===== config.mk =====
export PLATFORM = sky130hd
export DESIGN_NAME = fpa_div_cell
export DESIGN_NICKNAME = d
export VERILOG_FILES = /design/src/rtl/fpa_pkg.sv /design/src/rtl/fpa_div_cell.sv
export SDC_FILE = /design/constraint.sdc
export NUM_CORES = 1
export LEC_CHECK = 0
export ABC_CLOCK_PERIOD_IN_PS = 5500
export BUFFER_PORTS_ARGS = -buffer_cell sky130_fd_sc_hd__clkbuf_2
export CAP_MARGIN = 5
export CORE_MARGIN = 10
export CORE_UTILIZATION = 48
export DETAILED_ROUTE_END_ITERATION = 7
export HOLD_SLACK_MARGIN = 0.02
export PLACE_DENSITY_LB_ADDON = 0.15
export SLEW_MARGIN = 20
export SYNTH_ARGS = -nofsm -noshare
export SYNTH_HDL_FRONTEND = slang
export SYNTH_SLANG_ARGS = --single-unit

===== constraint.sdc =====
create_clock -name clk -period 5.5 [get_ports clk]
set_input_delay 1.1 -clock clk [delete_from_list [all_inputs] [get_ports clk]]
set_output_delay 1.1 -clock clk [all_outputs]
set_load 0.005 [all_outputs]

===== src/rtl/fpa_pkg.sv =====
// Shared constants, operation codes and the status struct of the fixed-point ALU.
package fpa_pkg;

  localparam int DEFAULT_WORD_BITS     = 32;
  localparam int DEFAULT_FRACTION_BITS = 8;

  localparam int FUNC_W  = 4;
  localparam int FIELD_W = 32;

  localparam logic [FUNC_W-1:0] FUNC_ADD = 4'd0;
  localparam logic [FUNC_W-1:0] FUNC_SUB = 4'd1;
  localparam logic [FUNC_W-1:0] FUNC_MUL = 4'd2;
  localparam logic [FUNC_W-1:0] FUNC_DIV = 4'd3;
  localparam logic [FUNC_W-1:0] FUNC_INC = 4'd4;
  localparam logic [FUNC_W-1:0] FUNC_DEC = 4'd5;
  localparam logic [FUNC_W-1:0] FUNC_INT = 4'd6;
  localparam logic [FUNC_W-1:0] FUNC_MIN = 4'd7;
  localparam logic [FUNC_W-1:0] FUNC_MAX = 4'd8;

  typedef struct packed {
    logic is_div;
    logic neg;
    logic less;
    logic equal;
    logic greater;
    logic div_zero;
    logic ovf;
  } flags_t;

endpackage


===== src/rtl/fpa_div_cell.sv =====
// One cell of the divider row: a single restoring step that yields one quotient bit.
module fpa_div_cell
  import fpa_pkg::*;
#(
  parameter int WORD_BITS = DEFAULT_WORD_BITS,
  parameter int QUO_BITS  = DEFAULT_WORD_BITS + DEFAULT_FRACTION_BITS
) (
  input  logic                        clk,
  input  logic                        rst,
  input  logic                        up_valid,
  output logic                        up_ready,
  input  logic signed [WORD_BITS-1:0] up_value,
  input  logic [WORD_BITS-1:0]        up_rem,
  input  logic [QUO_BITS-1:0]         up_nq,
  input  logic [WORD_BITS-1:0]        up_den,
  input  flags_t                      up_flags,
  output logic                        dn_valid,
  input  logic                        dn_ready,
  output logic signed [WORD_BITS-1:0] dn_value,
  output logic [WORD_BITS-1:0]        dn_rem,
  output logic [QUO_BITS-1:0]         dn_nq,
  output logic [WORD_BITS-1:0]        dn_den,
  output flags_t                      dn_flags
);

  logic [WORD_BITS-1:0] trial;
  logic                 fits;
  logic [WORD_BITS-1:0] rem_next;
  logic [QUO_BITS-1:0]  nq_next;

  // For a nonzero divisor the remainder stays below it, so its top bit is always clear.
  assign trial    = {up_rem[WORD_BITS-2:0], up_nq[QUO_BITS-1]};
  assign fits     = trial >= up_den;
  assign rem_next = fits ? (trial - up_den) : trial;
  assign nq_next  = {up_nq[QUO_BITS-2:0], fits};
  assign up_ready = !dn_valid || dn_ready;

  always_ff @(posedge clk) begin
    if (rst) begin
      dn_valid <= 1'b0;
    end else if (up_ready) begin
      dn_valid <= up_valid;
    end
    if (up_valid && up_ready) begin
      dn_value <= up_value;
      dn_rem   <= rem_next;
      dn_nq    <= nq_next;
      dn_den   <= up_den;
      dn_flags <= up_flags;
    end
  end

endmodule


==> key figures <==
Worst hold path
  – Hold Crit Depth: 2
  – Worst hold path startpoint: dn_valid
  – Hold Path End: dn_valid
  – HP Class: flip-flop to flip-flop

Routing
  – Via count: 4881
  – Vias per std cell: roughly 5.2
  – # DRC: 0
  – Wire per inst: between 20 and 25 µm
  – First-pass DRT Iterations: 4
  – DRT iter0 DRCs: 370
  – Total Wirelength: roughly 19000 µm
  – Post-route ant nets: 0

STA
  – Minimum hold slack: ~0.54 ns
  – RSZ-0062 raised after global routing: no
  – Final-report setup violation count: 0
  – Clock Skews: 0.00425 ns
  – Achievable Freq: 0.248 GHz
  – Setup TNS Final: 0 ns
  – Tcrit/Tclk final: about three quarters
  – Final hold violation count: 0
  – Setup WS post-layout: around 1.5 ns
  – Worst Max-Slew Pin Slew: about 0.90 ns
  – Slew Viols, Final: 0
  – Fin crit period: approximately 4 ns
  – Slew HR: between 40% and 50%

Power
  – Clock power share: between 30% and 40%
  – Peak supply drop: around 240 µV
  – Leakage power: a little over 0.004 µW
  – Pint: about 2200 µW
  – Comb pwr share: 16.1%
  – Net switching power: about 750 µW
  – P per Cell Area: 331 mW/mm²
  – Sw Share: between 20 and 30%
  – Sequential share of power: 45.6%

Synthesis
  – Post-synth EDFFs: 143
  – Syn_nets: 639
  – Synth cell count leaders: edfxtp_1, inv_1, ha_1
  – Seq/Total Area, Yosys: 65.5%
  – Ys Warns: 0
  – Most numerous cell in the Yosys netlist: edfxtp_1
  – Post-synth top area cell: edfxtp_1
  – Synth area leaders: edfxtp_1, ha_1, mux2_2
  – Count of different cell masters after synthesis: 53
  – Yosys reg bits: roughly 140
  – Top-area cell type share of the netlist area: between 60% and 70%
  – Ys async rst share: 0%
  – Cell area after synthesis: between 0.006 and 0.007 mm²
  – Mapped Cells: ~460
  – Predominant post-synthesis flop cell: edfxtp_1
  – Synth Area per Inst: 14.4 µm²

Clock network
  – Post-CTS Setup Inserts: 0
  – Clock latency on the worst-skew pair: approximately 0.41 ns
  – Clock slew at reported path FFs: around 0.060 ns
  – CTS sink count: 144
  – Post-CTS Hold Buffers: 0
  – Num CTS Buffers: 17
  – Clk buf depth: 2
  – TritonCTS clock tree: done
  – Htree depth: 4
  – Cells resized by post-CTS repair: 0
  – Clock root buffer: clkbuf_16

Worst setup path
  – Reg-to-Reg End: dn_nq[35]
  – R2r startpoint: dn_valid
  – Worst endpoint data arrival time: between 4 and 5 ns
  – Worst EP required: about 5.7 ns
  – CP endpoint kind: flip-flop
  – R2r worst-path depth: 3
  – Crit start category: primary input
  – R2R Setup Slk: between 3 and 4 ns
  – WS Path Type: primary input to flip-flop
  – Crit-path max FO: 33

Die
  – Core outline area: 0.0133 mm²
  – Initial Util: 49.4%
  – Die height: ~140 µm
  – IO Pins: about 290
  – Die width: approximately 140 µm
  – Rows: 42
  – Die area: ~0.019 mm²

Final layout
  – Finished Core Util: 65.9%
  – Diodes inserted: 0
  – Area of all sequential standard cells: between 0.004 and 0.005 mm²
  – Nets: between 900 and 1000
  – Area of the multi-input gates: roughly 0.0021 mm²
  – Area delta synth->final: 33.5%
  – Fill cells: 1036
  – Layout cells sized above 1: a little under half

GRT
  – Vias in the first global route: 5014
  – First-pass GRT wire length: about 28000 µm
  – Largest net degree at the start of global routing: 85
  – Total gr overflow: 0
  – Antenna violations before repair: 1
  – Tot GR Track Use: between 10% and 20%

Place
  – Pre-CTS setup slack: about 1.1 ns
  – Detailed Place HPWL: around 15000 µm
  – Port buffer count: 290
  – Placer's final routability congestion estimate: 0.896

Run
  – Max capacitance violation total: 0

Outcome
  – Outcome: finished, final reports clean
critical path, stage by stage:
cell and delay, ns:
clkbuf_2 0.08, inv_1 0.06, ha_1 0.20, fa_1 0.22, nor2b_1 0.08, o21ai_2 0.18, a31oi_4 0.15, a41oi_1 0.50
nand3_1 0.18, a21oi_1 0.25, o21a_2 0.75, mux2_2 0.43
cell families (layout without fill, tap and decap cells):
group / after synthesis / count (layout) / share of synthesized area (%)
mux: 32 / 32 / 5.39
flops: 144 / 144 / 65.5
compound gates: 99 / 99 / 10.6
buf+inv: 48 / 360 / 3.13
fa+ha+maj: 33 / 33 / 6.38
simple gates: 76 / 76 / 5.49
xor+xnor: 27 / 27 / 3.59
how the worst max path moves through the flow:
stage	from	to	slack (ns)
floorplan	dn_ready	dn_den[0]	0.43
global placement	up_den[9]	dn_rem[15]	1.18
detailed placement	up_den[10]	dn_rem[11]	1.08
CTS	up_den[4]	dn_rem[22]	1.53
global route	up_den[9]	dn_rem[23]	1.24
finish	up_nq[39]	dn_rem[22]	1.47
state kept, by name (all words and copies together), names as in the netlist:
signal    cells
dn_flags      7
dn_nq        40
dn_valid      1
dn_den       32
dn_value     32
dn_rem       32
placed cells by master (no fill, tap or decap), types with 12 or more instances in the layout:
master and instances:
clkbuf_2 290, edfxtp_1 143, inv_1 37, ha_1 32
a21oi_1 26, mux2_2 25, nand2_1 23, a21o_1 20
nor2_1 19, clkbuf_16 17, xnor2_1 15, o21ai_0 13
xor2_1 12
layout make-up:
type	instances	share of cell area (%)
repair buffers	291	16.7
clock inverters	15	1.75
clock buffers	17	4.84
multi-input cells	267	23.6
well taps	176	2.50
flip-flops and latches	144	49.0
inverters	37	1.58
power groups by stage:
stage	registers, µW	logic (µW)	clock network, µW
after floorplan	1370	260	0
after global placement	1350	463	0
after detailed placement	1350	469	0
after CTS	1330	474	1140
after global routing	1340	523	1180
final	1330	469	1120
stage by stage:
step	total power [µW]	cells	area [µm²]
6_report	2910	947	8800
3_5_place_dp	1820	915	8220
2_1_floorplan	1630	459	6590
3_3_place_gp	1810	915	8220
5_1_grt	3040	947	8800
4_1_cts	2940	947	8800
metal layers:
layer | wire [µm] | GRT usage (%) | vias up
met5 | 14 | 0 | -
met4 | 226 | 5.27 | 2
met3 | 1920 | 6.88 | 22
met2 | 9630 | 33.2 | 216
met1 | 7170 | 22.1 | 2301
li1 | - | - | 2340
(Power assumes the default switching activity.)
