### src/rtl/fpa_pkg.sv
// Shared constants, operation codes and the status struct of the fixed-point ALU.
package fpa_pkg;

  localparam int DEFAULT_WORD_BITS     = 32;
  localparam int DEFAULT_FRACTION_BITS = 8;

  localparam int FUNC_W  = 4;
  localparam int FIELD_W = 32;

  localparam logic [FUNC_W-1:0] FUNC_ADD = 4'd0;
  localparam logic [FUNC_W-1:0] FUNC_SUB = 4'd1;
  localparam logic [FUNC_W-1:0] FUNC_MUL = 4'd2;
  localparam logic [FUNC_W-1:0] FUNC_DIV = 4'd3;
  localparam logic [FUNC_W-1:0] FUNC_INC = 4'd4;
  localparam logic [FUNC_W-1:0] FUNC_DEC = 4'd5;
  localparam logic [FUNC_W-1:0] FUNC_INT = 4'd6;
  localparam logic [FUNC_W-1:0] FUNC_MIN = 4'd7;
  localparam logic [FUNC_W-1:0] FUNC_MAX = 4'd8;

  typedef struct packed {
    logic is_div;
    logic neg;
    logic less;
    logic equal;
    logic greater;
    logic div_zero;
    logic ovf;
  } flags_t;

endpackage

### src/rtl/fpa_back.sv
// Output stage: quotient rounding and saturation, then the output register.
module fpa_back
  import fpa_pkg::*;
#(
  parameter int WORD_BITS = DEFAULT_WORD_BITS,
  parameter int QUO_BITS  = DEFAULT_WORD_BITS + DEFAULT_FRACTION_BITS
) (
  input  logic                        clk,
  input  logic                        rst,
  input  logic                        up_valid,
  output logic                        up_ready,
  input  logic signed [WORD_BITS-1:0] up_value,
  input  logic [WORD_BITS-1:0]        up_rem,
  input  logic [QUO_BITS-1:0]         up_nq,
  input  logic [WORD_BITS-1:0]        up_den,
  input  flags_t                      up_flags,
  output logic                        dn_valid,
  input  logic                        dn_ready,
  output logic signed [FIELD_W-1:0]   dn_value,
  output flags_t                      dn_flags
);

  localparam int RW = QUO_BITS + 1;
  localparam logic signed [WORD_BITS-1:0] SMAX = {1'b0, {(WORD_BITS-1){1'b1}}};
  localparam logic signed [WORD_BITS-1:0] SMIN = {1'b1, {(WORD_BITS-1){1'b0}}};
  localparam logic [RW-1:0] LIM = RW'({1'b1, {(WORD_BITS-1){1'b0}}});

  logic                        round_up;
  logic [RW-1:0]               qr;
  logic                        div_ovf;
  logic signed [WORD_BITS-1:0] div_val;
  logic signed [WORD_BITS-1:0] value_next;
  flags_t                      flags_next;

  // Round half away from zero: bump when twice the remainder reaches the divisor.
  always_comb begin
    round_up = {up_rem, 1'b0} >= {1'b0, up_den};
    qr       = RW'(up_nq) + RW'(round_up);
    div_ovf  = up_flags.neg ? (qr > LIM) : (qr >= LIM);
    if (div_ovf) begin
      div_val = up_flags.neg ? SMIN : SMAX;
    end else begin
      div_val = up_flags.neg ? (~qr[WORD_BITS-1:0] + 1'b1) : qr[WORD_BITS-1:0];
    end
    value_next = up_value;
    flags_next = up_flags;
    if (up_flags.is_div) begin
      value_next     = div_val;
      flags_next.ovf = div_ovf;
    end
  end

  assign up_ready = !dn_valid || dn_ready;

  always_ff @(posedge clk) begin
    if (rst) begin
      dn_valid <= 1'b0;
    end else if (up_ready) begin
      dn_valid <= up_valid;
    end
    if (up_valid && up_ready) begin
      dn_value <= FIELD_W'(value_next);
      dn_flags <= flags_next;
    end
  end

endmodule

### config.mk
export PLATFORM = sky130hd
export DESIGN_NAME = fpa_back
export DESIGN_NICKNAME = d
export VERILOG_FILES = /design/src/rtl/fpa_pkg.sv /design/src/rtl/fpa_back.sv
export SDC_FILE = /design/constraint.sdc
export NUM_CORES = 1
export LEC_CHECK = 0
export BUFFER_PORTS_ARGS = -buffer_cell sky130_fd_sc_hd__buf_4
export CORE_MARGIN = 5
export CORE_UTILIZATION = 40
export CTS_CLUSTER_SIZE = 30
export DETAILED_ROUTE_END_ITERATION = 6
export PLACE_DENSITY = 0.74
export SLEW_MARGIN = 20
export SYNTH_ARGS = -nofsm -noshare
export SYNTH_HDL_FRONTEND = slang
export SYNTH_SLANG_ARGS = --single-unit
### constraint.sdc
create_clock -name clk -period 15.3 [get_ports clk]
set_input_delay 1.53 -clock clk [delete_from_list [all_inputs] [get_ports clk]]
set_output_delay 1.53 -clock clk [all_outputs]
set_load 0.05 [all_outputs]
==> impl_metrics.toml <==
[setup_path]
crit_path_start = "up_den[10]"
slowest_stage = "o211a_1"
timing.rr.start = "dn_valid"
critPathArrivalTime_ns = 7.04
slowest_delay_ns = 0.76
setup.worst_path.class = "input pin to flip-flop"
cp-start-kind = "input pin"
required_ns = 15.42
r2r_cells = 2
critPathMaxFanout = 30
end_kind = "flip-flop"
crit_chain = "buf_4 -> inv_1 -> ha_1 -> a21o_1 -> a21o_1 -> a21oi_1 -> o21ai_0 -> a21o_1 -> a221oi_1 -> o21ai_0 -> a211oi_1 -> o21ai_0 -> ha_1 -> ha_1 -> nand4_2 -> or4_1 -> nor4_1 -> mux2_2 -> o21a_2 -> nor4_4 -> o211a_1 -> nor2b_1 -> a211oi_2"

[timing]
fmax_ghz = 0.1447
holdWs_ns = 0.5162
tns_ns = 0
skew_ns = 0.005622
worst_pin_slew_ns = 0.8718
finalSetupViolations = 0
rsz0062_at_grt = "false"
finalWorstSetupSlack_ns = 8.388
drv_slew = 0
period_share_pct = 45.18
max_slew_margin_pct = 41.88
final_hold_viol_count = 0
period_minus_slack_ns = 6.912

[detailed_routing]
routed_wl_um = 13660
route.detailed.drc = 0
ant_nets = 0
first_pass_iters = 4
wl_per_cell_um = 15.33
vias_per_cell = 5.467
drt_iter0_drc = 478
via_count = 4871

[cts]
cts_tree = "yes"
htreeDepth = 2
clk_latency_ns = 0.28
cts_made_buffers = 5
clock_path_buffers = 2
clkTransAtPathRegs_ns = 0.05
clock-sinks = 40
cts_hold_buffers = 0
cts-root-buf = "clkbuf_16"
post_cts_buffers = 0
cts_resized = 0

[logic_synthesis]
yosysTopAreaCell = "edfxtp_1"
syn_avg_cell_area_um2 = 8.092
yosysWarningCount = 0
synth_edf_count = 39
synth_seq_cells = 40
async_flop_share_pct = 0
yosysTopAreaCellShare_pct = 24.95
postSynthCellCount = 580
synth.distinct_cells = 72
yosysSeqAreaShare_pct = 25.38
synth_top_flop_cell = "edfxtp_1"
syn_area_mm2 = 0.004693
syn_nets = 761
synthTopCellsByArea = "edfxtp_1 25%, ha_1 9.1%, xnor2_1 8.4%, nor2_1 4.7%, nand2_1 4.6%"

[global_route]
grt-ovfl-total = 0
grt_max_degree = 40
grt_pass1_vias = 4785
use_met2_pct = 31.54
top_usage_layer = "met2"
grt_pass1_wl_um = 22340
met3_usage_pct = 4.346
grtUsageTotal_pct = 18.49
grt.met1_usage_pct = 23.18
antenna_found_initial = 0

[layout]
n_antenna_cell = 0
final_common_cell = "buf_4"
register_area_mm2 = 0.001191
fin_util_pct = 54.90
layout.nets = 928
final-instance-count-excl-fill = 891
multiInputGateArea_mm2 = 0.003212
fillers = 1085
area_delta_synth_final_pct = 34.15
drive_above_1_share_pct = 30.35
most-common-layout-cells = "187 x buf_4, 59 x nor2_1, 57 x nand2_1"

[placement]
placed_cells = 883
pre_cts_slack_ns = 7.809
hpwl_um = 11310
port_buffers = 187
gp_congestion = 0.8538

[power]
vdd_drop_max_uv = 97.78
power_leakage_nw = 2.653
cellPowerDensity_mw_per_mm2 = 62.16

[floorplan]
die_x_um = 118.3
die_h_um = 118.3
rows = 39
coreArea_mm2 = 0.01147
dieArea_mm2 = 0.01400
initial_core_util_pct = 40.93
ios = 188

[outcome]
status = "finished, final reports clean"

[worst_hold_path]
hold_class = "flip-flop to flip-flop"
min_path_cells = 2
worstHoldStart = "dn_valid"

[flow_run]
drv_cap = 0
## flip-flops by register name (all words and copies together), names as in the netlist
| signal | cells |
|---|---|
| dn_valid | 1 |
| dn_value | 32 |
| dn_flags | 7 |
## metal layers
| layer | vias to the layer above | wire length, um |
|---|---|---|
| met5 | - | 0 |
| met4 | 0 | 241 |
| met3 | 14 | 1144 |
| met2 | 188 | 6451 |
| met1 | 2218 | 5819 |
| li1 | 2451 | - |
## stage by stage
stage | instance area (um^2) | total power [mW]
5_1_grt | 6296 | 0.4105
6_report | 6296 | 0.3914
2_1_floorplan | 4693 | 0.2202
3_5_place_dp | 6131 | 0.2778
3_3_place_gp | 6131 | 0.2747
4_1_cts | 6295 | 0.3942
## synth_stat cells, types with 3 or more instances
master,n
buf_4,3
a21oi_1,40
ha_1,34
nand4_1,21
and4_1,3
nor2_1,59
a211oi_1,7
nor3b_1,5
a22oi_1,3
nand3_1,29
xor2_1,14
or2_2,4
a31oi_1,4
a21oi_2,4
nand3b_1,3
o21ai_0,21
buf_6,3
o41ai_1,5
and3_1,7
a21o_1,9
nor3_1,16
nand2b_1,8
buf_2,9
nor2b_1,3
mux2i_1,3
xnor2_1,45
nand2_1,57
or4_1,3
o31ai_1,3
nor4b_1,3
nor4_1,12
nor4_4,3
inv_1,38
clkbuf_1,12
a41oi_1,3
edfxtp_1,39
## worst paths after layout
kind | end | slack (ns)
setup / recovery | dn_value[29] | 8.39
setup reg to reg | dn_value[13] | 13.78
hold / removal | dn_valid | 0.52
hold reg to reg | dn_valid | 0.52
## final cells by class
type	instances	area share [%]
clock buffers	6	2.047
clock inverters	2	0.5564
inverters	39	2.325
multi-input cells	474	51.01
flip-flops and latches	40	18.92
well taps	143	2.842
repair buffers	187	22.30
## report_power, final
group	internal, mW	switching (mW)	leakage (nW)	total (mW)
Sequential	0.130	0.00189	0.381	0.132
Combinational	0.0620	0.0822	2.19	0.144
Clock	0.0766	0.0390	0.0808	0.116
Total	0.268	0.123	2.65	0.391
## kinds of logic (layout without fill, tap and decap cells)
group	after synthesis	in the layout	share of synthesized area, %
buffers and inverters	66	234	6.238
xor gates and xnor gates	59	59	11.01
muxes	5	5	1.120
DFF	40	40	25.38
AOI/OAI and AO/OA	121	121	17.01
and+or+nand+nor	255	255	30.18
adders and majority gates	34	34	9.064
## critical path: cells and delay by family
kind | cells | cell delay [ns]
compound gates | 12 | 2.21
fa+ha+maj | 3 | 1.01
buf+inv | 2 | 0.11
mux | 1 | 0.37
simple gates | 5 | 1.77
Power figures use the tool's default switching activity.
