File: src/rtl/fpa_pkg.sv
// Shared constants, operation codes and the status struct of the fixed-point ALU.
package fpa_pkg;

  localparam int DEFAULT_WORD_BITS     = 32;
  localparam int DEFAULT_FRACTION_BITS = 8;

  localparam int FUNC_W  = 4;
  localparam int FIELD_W = 32;

  localparam logic [FUNC_W-1:0] FUNC_ADD = 4'd0;
  localparam logic [FUNC_W-1:0] FUNC_SUB = 4'd1;
  localparam logic [FUNC_W-1:0] FUNC_MUL = 4'd2;
  localparam logic [FUNC_W-1:0] FUNC_DIV = 4'd3;
  localparam logic [FUNC_W-1:0] FUNC_INC = 4'd4;
  localparam logic [FUNC_W-1:0] FUNC_DEC = 4'd5;
  localparam logic [FUNC_W-1:0] FUNC_INT = 4'd6;
  localparam logic [FUNC_W-1:0] FUNC_MIN = 4'd7;
  localparam logic [FUNC_W-1:0] FUNC_MAX = 4'd8;

  typedef struct packed {
    logic is_div;
    logic neg;
    logic less;
    logic equal;
    logic greater;
    logic div_zero;
    logic ovf;
  } flags_t;

endpackage

File: src/rtl/fpa_front.sv
// Two front stages: decode, simple operations, multiply and divider setup.
module fpa_front
  import fpa_pkg::*;
#(
  parameter int WORD_BITS     = DEFAULT_WORD_BITS,
  parameter int FRACTION_BITS = DEFAULT_FRACTION_BITS,
  localparam int QUO_BITS = WORD_BITS + FRACTION_BITS
) (
  input  logic                        clk,
  input  logic                        rst,
  input  logic                        up_valid,
  output logic                        up_ready,
  input  logic [FUNC_W-1:0]           up_func,
  input  logic [FIELD_W-1:0]          up_a,
  input  logic [FIELD_W-1:0]          up_b,
  output logic                        dn_valid,
  input  logic                        dn_ready,
  output logic signed [WORD_BITS-1:0] dn_value,
  output logic [WORD_BITS-1:0]        dn_rem,
  output logic [QUO_BITS-1:0]         dn_nq,
  output logic [WORD_BITS-1:0]        dn_den,
  output flags_t                      dn_flags
);

  localparam int PW = 2 * WORD_BITS;
  localparam int MW = PW - FRACTION_BITS;
  localparam logic signed [WORD_BITS-1:0] SMAX = {1'b0, {(WORD_BITS-1){1'b1}}};
  localparam logic signed [WORD_BITS-1:0] SMIN = {1'b1, {(WORD_BITS-1){1'b0}}};
  localparam logic signed [WORD_BITS:0]   ONE  = (WORD_BITS+1)'(1);
  localparam logic [PW-1:0] HALF    = {{(PW-1){1'b0}}, 1'b1} << (FRACTION_BITS - 1);
  localparam logic [PW-1:0] HALF_P1 = HALF + {{(PW-1){1'b0}}, 1'b1};
  localparam logic [MW-1:0] LIM     = MW'({1'b1, {(WORD_BITS-1){1'b0}}});

  logic signed [WORD_BITS-1:0] a_in;
  logic signed [WORD_BITS-1:0] b_in;
  logic signed [WORD_BITS:0]   a_ext;
  logic signed [WORD_BITS:0]   b_ext;
  logic signed [WORD_BITS:0]   sum_ext;
  logic                        arith;
  logic signed [WORD_BITS-1:0] val_next;
  logic                        ovf_next;
  logic                        lt;
  logic                        gt;
  logic [WORD_BITS-1:0]        mag_a_next;
  logic [WORD_BITS-1:0]        mag_b_next;

  logic                        a_valid;
  logic                        a_open;
  logic [FUNC_W-1:0]           a_func;
  logic signed [WORD_BITS-1:0] a_value;
  logic signed [PW-1:0]        a_prod;
  logic [WORD_BITS-1:0]        a_mag_a;
  logic [WORD_BITS-1:0]        a_mag_b;
  flags_t                      a_flags;

  logic                        b_open;
  logic                        prod_neg;
  logic [PW-1:0]               rsum;
  logic [MW-1:0]               mmag;
  logic                        mul_ovf;
  logic signed [WORD_BITS-1:0] mul_val;
  logic signed [WORD_BITS-1:0] b_value_next;
  flags_t                      b_flags_next;

  assign a_in  = signed'(up_a[WORD_BITS-1:0]);
  assign b_in  = signed'(up_b[WORD_BITS-1:0]);
  assign a_ext = (WORD_BITS+1)'(a_in);
  assign b_ext = (WORD_BITS+1)'(b_in);
  assign lt    = a_in < b_in;
  assign gt    = a_in > b_in;
  assign mag_a_next = a_in[WORD_BITS-1] ? (~up_a[WORD_BITS-1:0] + 1'b1) : up_a[WORD_BITS-1:0];
  assign mag_b_next = b_in[WORD_BITS-1] ? (~up_b[WORD_BITS-1:0] + 1'b1) : up_b[WORD_BITS-1:0];

  always_comb begin
    sum_ext  = '0;
    arith    = 1'b0;
    val_next = '0;
    ovf_next = 1'b0;
    unique case (up_func)
      FUNC_ADD: begin
        sum_ext = a_ext + b_ext;
        arith   = 1'b1;
      end
      FUNC_SUB: begin
        sum_ext = a_ext - b_ext;
        arith   = 1'b1;
      end
      FUNC_INC: begin
        sum_ext = a_ext + ONE;
        arith   = 1'b1;
      end
      FUNC_DEC: begin
        sum_ext = a_ext - ONE;
        arith   = 1'b1;
      end
      FUNC_INT: val_next = a_in >>> FRACTION_BITS;
      FUNC_MIN: val_next = lt ? a_in : b_in;
      FUNC_MAX: val_next = gt ? a_in : b_in;
      default: begin
      end
    endcase
    if (arith) begin
      if (sum_ext[WORD_BITS] != sum_ext[WORD_BITS-1]) begin
        ovf_next = 1'b1;
        val_next = sum_ext[WORD_BITS] ? SMIN : SMAX;
      end else begin
        val_next = sum_ext[WORD_BITS-1:0];
      end
    end
  end

  assign b_open   = !dn_valid || dn_ready;
  assign a_open   = !a_valid || b_open;
  assign up_ready = a_open;

  always_ff @(posedge clk) begin
    if (rst) begin
      a_valid <= 1'b0;
    end else if (a_open) begin
      a_valid <= up_valid;
    end
    if (up_valid && a_open) begin
      a_func           <= up_func;
      a_value          <= val_next;
      a_prod           <= PW'(a_in) * PW'(b_in);
      a_mag_a          <= mag_a_next;
      a_mag_b          <= mag_b_next;
      a_flags.is_div   <= (up_func == FUNC_DIV) && (b_in != '0);
      a_flags.neg      <= a_in[WORD_BITS-1] ^ b_in[WORD_BITS-1];
      a_flags.less     <= lt;
      a_flags.equal    <= a_in == b_in;
      a_flags.greater  <= gt;
      a_flags.div_zero <= (up_func == FUNC_DIV) && (b_in == '0);
      a_flags.ovf      <= ovf_next;
    end
  end

  // Multiply rounding: for a negative product, |p| + half equals ~p + half + 1.
  always_comb begin
    prod_neg = a_prod[PW-1];
    rsum     = prod_neg ? (~unsigned'(a_prod) + HALF_P1) : (unsigned'(a_prod) + HALF);
    mmag     = rsum[PW-1:FRACTION_BITS];
    mul_ovf  = prod_neg ? (mmag > LIM) : (mmag >= LIM);
    if (mul_ovf) begin
      mul_val = prod_neg ? SMIN : SMAX;
    end else begin
      mul_val = prod_neg ? (~mmag[WORD_BITS-1:0] + 1'b1) : mmag[WORD_BITS-1:0];
    end
    b_value_next = a_value;
    b_flags_next = a_flags;
    if (a_func == FUNC_MUL) begin
      b_value_next     = mul_val;
      b_flags_next.ovf = mul_ovf;
    end
  end

  always_ff @(posedge clk) begin
    if (rst) begin
      dn_valid <= 1'b0;
    end else if (b_open) begin
      dn_valid <= a_valid;
    end
    if (a_valid && b_open) begin
      dn_value <= b_value_next;
      dn_flags <= b_flags_next;
      dn_rem   <= '0;
      dn_nq    <= {a_mag_a, {FRACTION_BITS{1'b0}}};
      dn_den   <= a_mag_b;
    end
  end

endmodule

File: config.mk
export PLATFORM = sky130hd
export DESIGN_NAME = fpa_front
export DESIGN_NICKNAME = d
export VERILOG_FILES = /design/src/rtl/fpa_pkg.sv /design/src/rtl/fpa_front.sv
export SDC_FILE = /design/constraint.sdc
export NUM_CORES = 2
export LEC_CHECK = 0
export BUFFER_PORTS_ARGS = -buffer_cell sky130_fd_sc_hd__buf_2
export CAP_MARGIN = 20
export CORE_MARGIN = 3
export CORE_UTILIZATION = 40
export DETAILED_ROUTE_END_ITERATION = 6
export GPL_TIMING_DRIVEN = 0
export PLACE_DENSITY_LB_ADDON = 0.25
export SYNTH_ARGS = -nofsm -noshare
export SYNTH_HDL_FRONTEND = slang
export SYNTH_SLANG_ARGS = --single-unit
File: constraint.sdc
create_clock -name clk -period 12.25 [get_ports clk]
set_clock_uncertainty 0.1 [all_clocks]
set_input_delay 2.45 -clock clk [delete_from_list [all_inputs] [get_ports clk]]
set_output_delay 2.45 -clock clk [all_outputs]
set_load 0.02 [all_outputs]
==> results.toml <==
[timing]
slew_headroom_pct = 8.78
worst_pin_slew_ns = 1.37
fmax_ghz = 0.0813
final_critical_path_setup_slack_ns = -0.0475
setup_tns_ns = -0.0475
period_share_pct = 100
rsz0062_at_grt = "yes"
setup_violations = 1
slew_violations = 0
hold_viol_final = 0
period_minus_slack_ns = 12.30

[setup_path]
required_ns = 12.49
critPathCapture = "a_prod[63]"
worstSetupStartpoint = "up_a[20]"
reg2reg_slack_ns = 5.13
r2r_cells = 13
timing.rr.end = "dn_value[17]"
r2r-start = "a_prod[63]"
crit_arrival_ns = 12.54
critPathMaxFanout = 10
max_stage_delay_ns = 0.64
cpMaxStageDelayCell = "fa_1"
critPathLaunchType = "primary input"
critPathKind = "primary input to register"
crit_top_cell = "fa_1"
crit_path_end_kind = "register"

[global_routing]
antenna_found_initial = 37
grt_pass1_wl_mm = 350
grt_pass1_vias = 48200
grt_max_degree = 64
grt_overflow_total = 0
grt_usage_pct = 34.0

[logic_synthesis]
synth-edff-count = 274
yosysTopAreaCell = "fa_1"
yosys-top-cells-area = "fa_1 (39%), edfxtp_1 (15%), inv_1 (7.3%)"
yosysSeqAreaShare_pct = 14.8
synth_cell_types = 94
synth_fa_ha_area_share_pct = 45.1
yosys.area_share.xor_xnor_pct = 4.21
yosysTopAreaCellShare_pct = 38.8
synth.most_common_cell = "inv_1"
synth_area_per_cell_um2 = 9.36
ys_warn_count = 0
synth_compound_area_share_pct = 8.40
async_reset_ff_share_pct = 0
synth_mux_area_share_pct = 0.822
syn_inst = 5980
ys_top_cells_by_count = "inv_1 (1089), fa_1 (1084), nand2_1 (700)"
ys_ff_latch = 276
synth_top_family_by_area = "adder cells"
synthSimpleGateAreaFrac_pct = 16.3
ys.flop_type = "edfxtp_1"
syn_area_um2 = 56000

[placed_design]
detailedPlace.worstSlack_ns = -2.03
place_congestion = 1.03
io_buffer_count = 176
place_area_um2 = 59800
dpl.hpwl_mm = 204

[finish]
drive_gt1_share_pct = 7.10
areaGrowthSynthToFinish_pct = 9.24
fin_util_pct = 44.3
multiInputGateArea_um2 = 42100
final_nets = 7694
seq_area_um2 = 8270
design_area_um2 = 61200
fill_cells = 13800

[die]
fp.dieH_um = 380
die_x_um = 380
core_area_um2 = 138000
initial_core_util_pct = 40.5
fp-row-count = 136
die_area_um2 = 145000
pin_count = 217

[detailed_routing]
drc = 0
wire_per_inst_um = 30.1
vias_per_cell = 5.79
num_vias = 47200
first_iter_violations = 5730
routed_wl_mm = 246
drt-pass1-iter-count = 6
ant_nets = 0

[clock_tree]
clkTransAtPathRegs_ns = 0.06
clock_path_buffers = 3
htreeDepth = 2
post-cts-setup-buffers = 0
cts_tree = "yes"
insertion_delay_ns = 0.63
root_buffer = "clkbuf_16"
numCtsBuffers = 34
cts_sinks = 276

[status]
status = "finished, violations left"
violations = "setup timing"

[hold_path]
hold_class = "register to register"

[job]
drv_cap = 0
-- repair_timing --
item	4_1_cts	5_1_grt
hold buffers	0	0
gates resized for setup	56	23
endpoints found under the setup margin	16	5
cloned	0	0
-- critical path: cells and delay by family --
family | cells | cell delay [ns]
buffers and inverters | 8 | 1.89
AND/OR/NAND/NOR | 7 | 2.33
XOR/XNOR | 1 | 0.11
adder cells (fa/ha/maj) | 9 | 4.35
AO/OA/AOI/OAI | 4 | 1.40
-- through the flow --
step                      std cells  hold WS (ns)
final                          8158         0.310
after global routing           8145         0.319
after CTS                      8126         0.314
after detailed placement       8083         0.305
after global placement         8058         0.301
after floorplan                6019         0.300
-- per-layer routing --
layer  up-vias  GRT usage, %  wire length, µm
li1      19300             -                -
met1     24200          44.4            94700
met2      3027          49.9           104000
met3       707          9.09            28100
met4         4          21.5            19200
met5         -             0               30
-- how the worst min path moves through the flow --
stage	cells past startpoint	end	from	slack (ns)
6_report	0	dn_nq[26]	a_mag_a[18]	0.31
5_1_grt	0	dn_nq[29]	a_mag_a[21]	0.32
4_1_cts	0	dn_nq[26]	a_mag_a[18]	0.31
3_5_place_dp	0	dn_den[27]	a_mag_b[27]	0.30
3_3_place_gp	0	dn_den[21]	a_mag_b[21]	0.30
2_1_floorplan	0	dn_den[0]	a_mag_b[0]	0.30
-- flip-flops by register name (all words and copies together) (netlist names) --
name,count
a_prod,64
a_mag_a,32
a_mag_b,32
a_value,32
dn_den,32
dn_nq,32
dn_value,32
a_flags,7
dn_flags,7
a_func,4
a_valid,1
dn_valid,1
-- cell type report --
cell class                 count  share of cell area, %
tap                         1863                   3.81
timing repair buffer         217                   2.48
clock buffer                  37                   1.41
inverter                    1090                   6.70
buffer                       384                   2.84
sequential                   276                   13.5
antenna                       17                 0.0695
multi-input combinational   4249                   68.8
clock inverter                25                  0.342
-- cells in the final DEF, fill, tap and decap left out, types with 21 or more instances in the layout --
cell type,count
inv_1,1088
fa_1,1082
nand2_1,700
and2_1,428
ha_1,286
edfxtp_1,274
clkbuf_1,259
nor2_1,245
a21oi_1,201
xnor2_1,200
buf_2,187
o21ai_0,103
nor3_1,69
xor2_1,69
nand3_1,61
a21o_1,58
buf_4,49
nand4_1,48
clkbuf_2,47
or3_1,40
conb_1,40
a31oi_1,39
nand2b_1,38
o31ai_1,37
mux2i_1,37
clkbuf_16,34
nor4_1,32
o211ai_1,29
and3_1,26
a211oi_1,22
o21a_1,21
o2111ai_1,21
-- kinds of logic after synthesis --
logic type / after synthesis
AOI/OAI and AO/OA: 706
DFF: 276
muxes: 45
buffers and inverters: 1494
other: 1
and+or+nand+nor: 1819
xor gates and xnor gates: 269
adders and majority gates: 1370
Power is left out: the tool's default activity adds up to more than one toggle a clock period on the data nets, which glitch-free logic cannot reach.
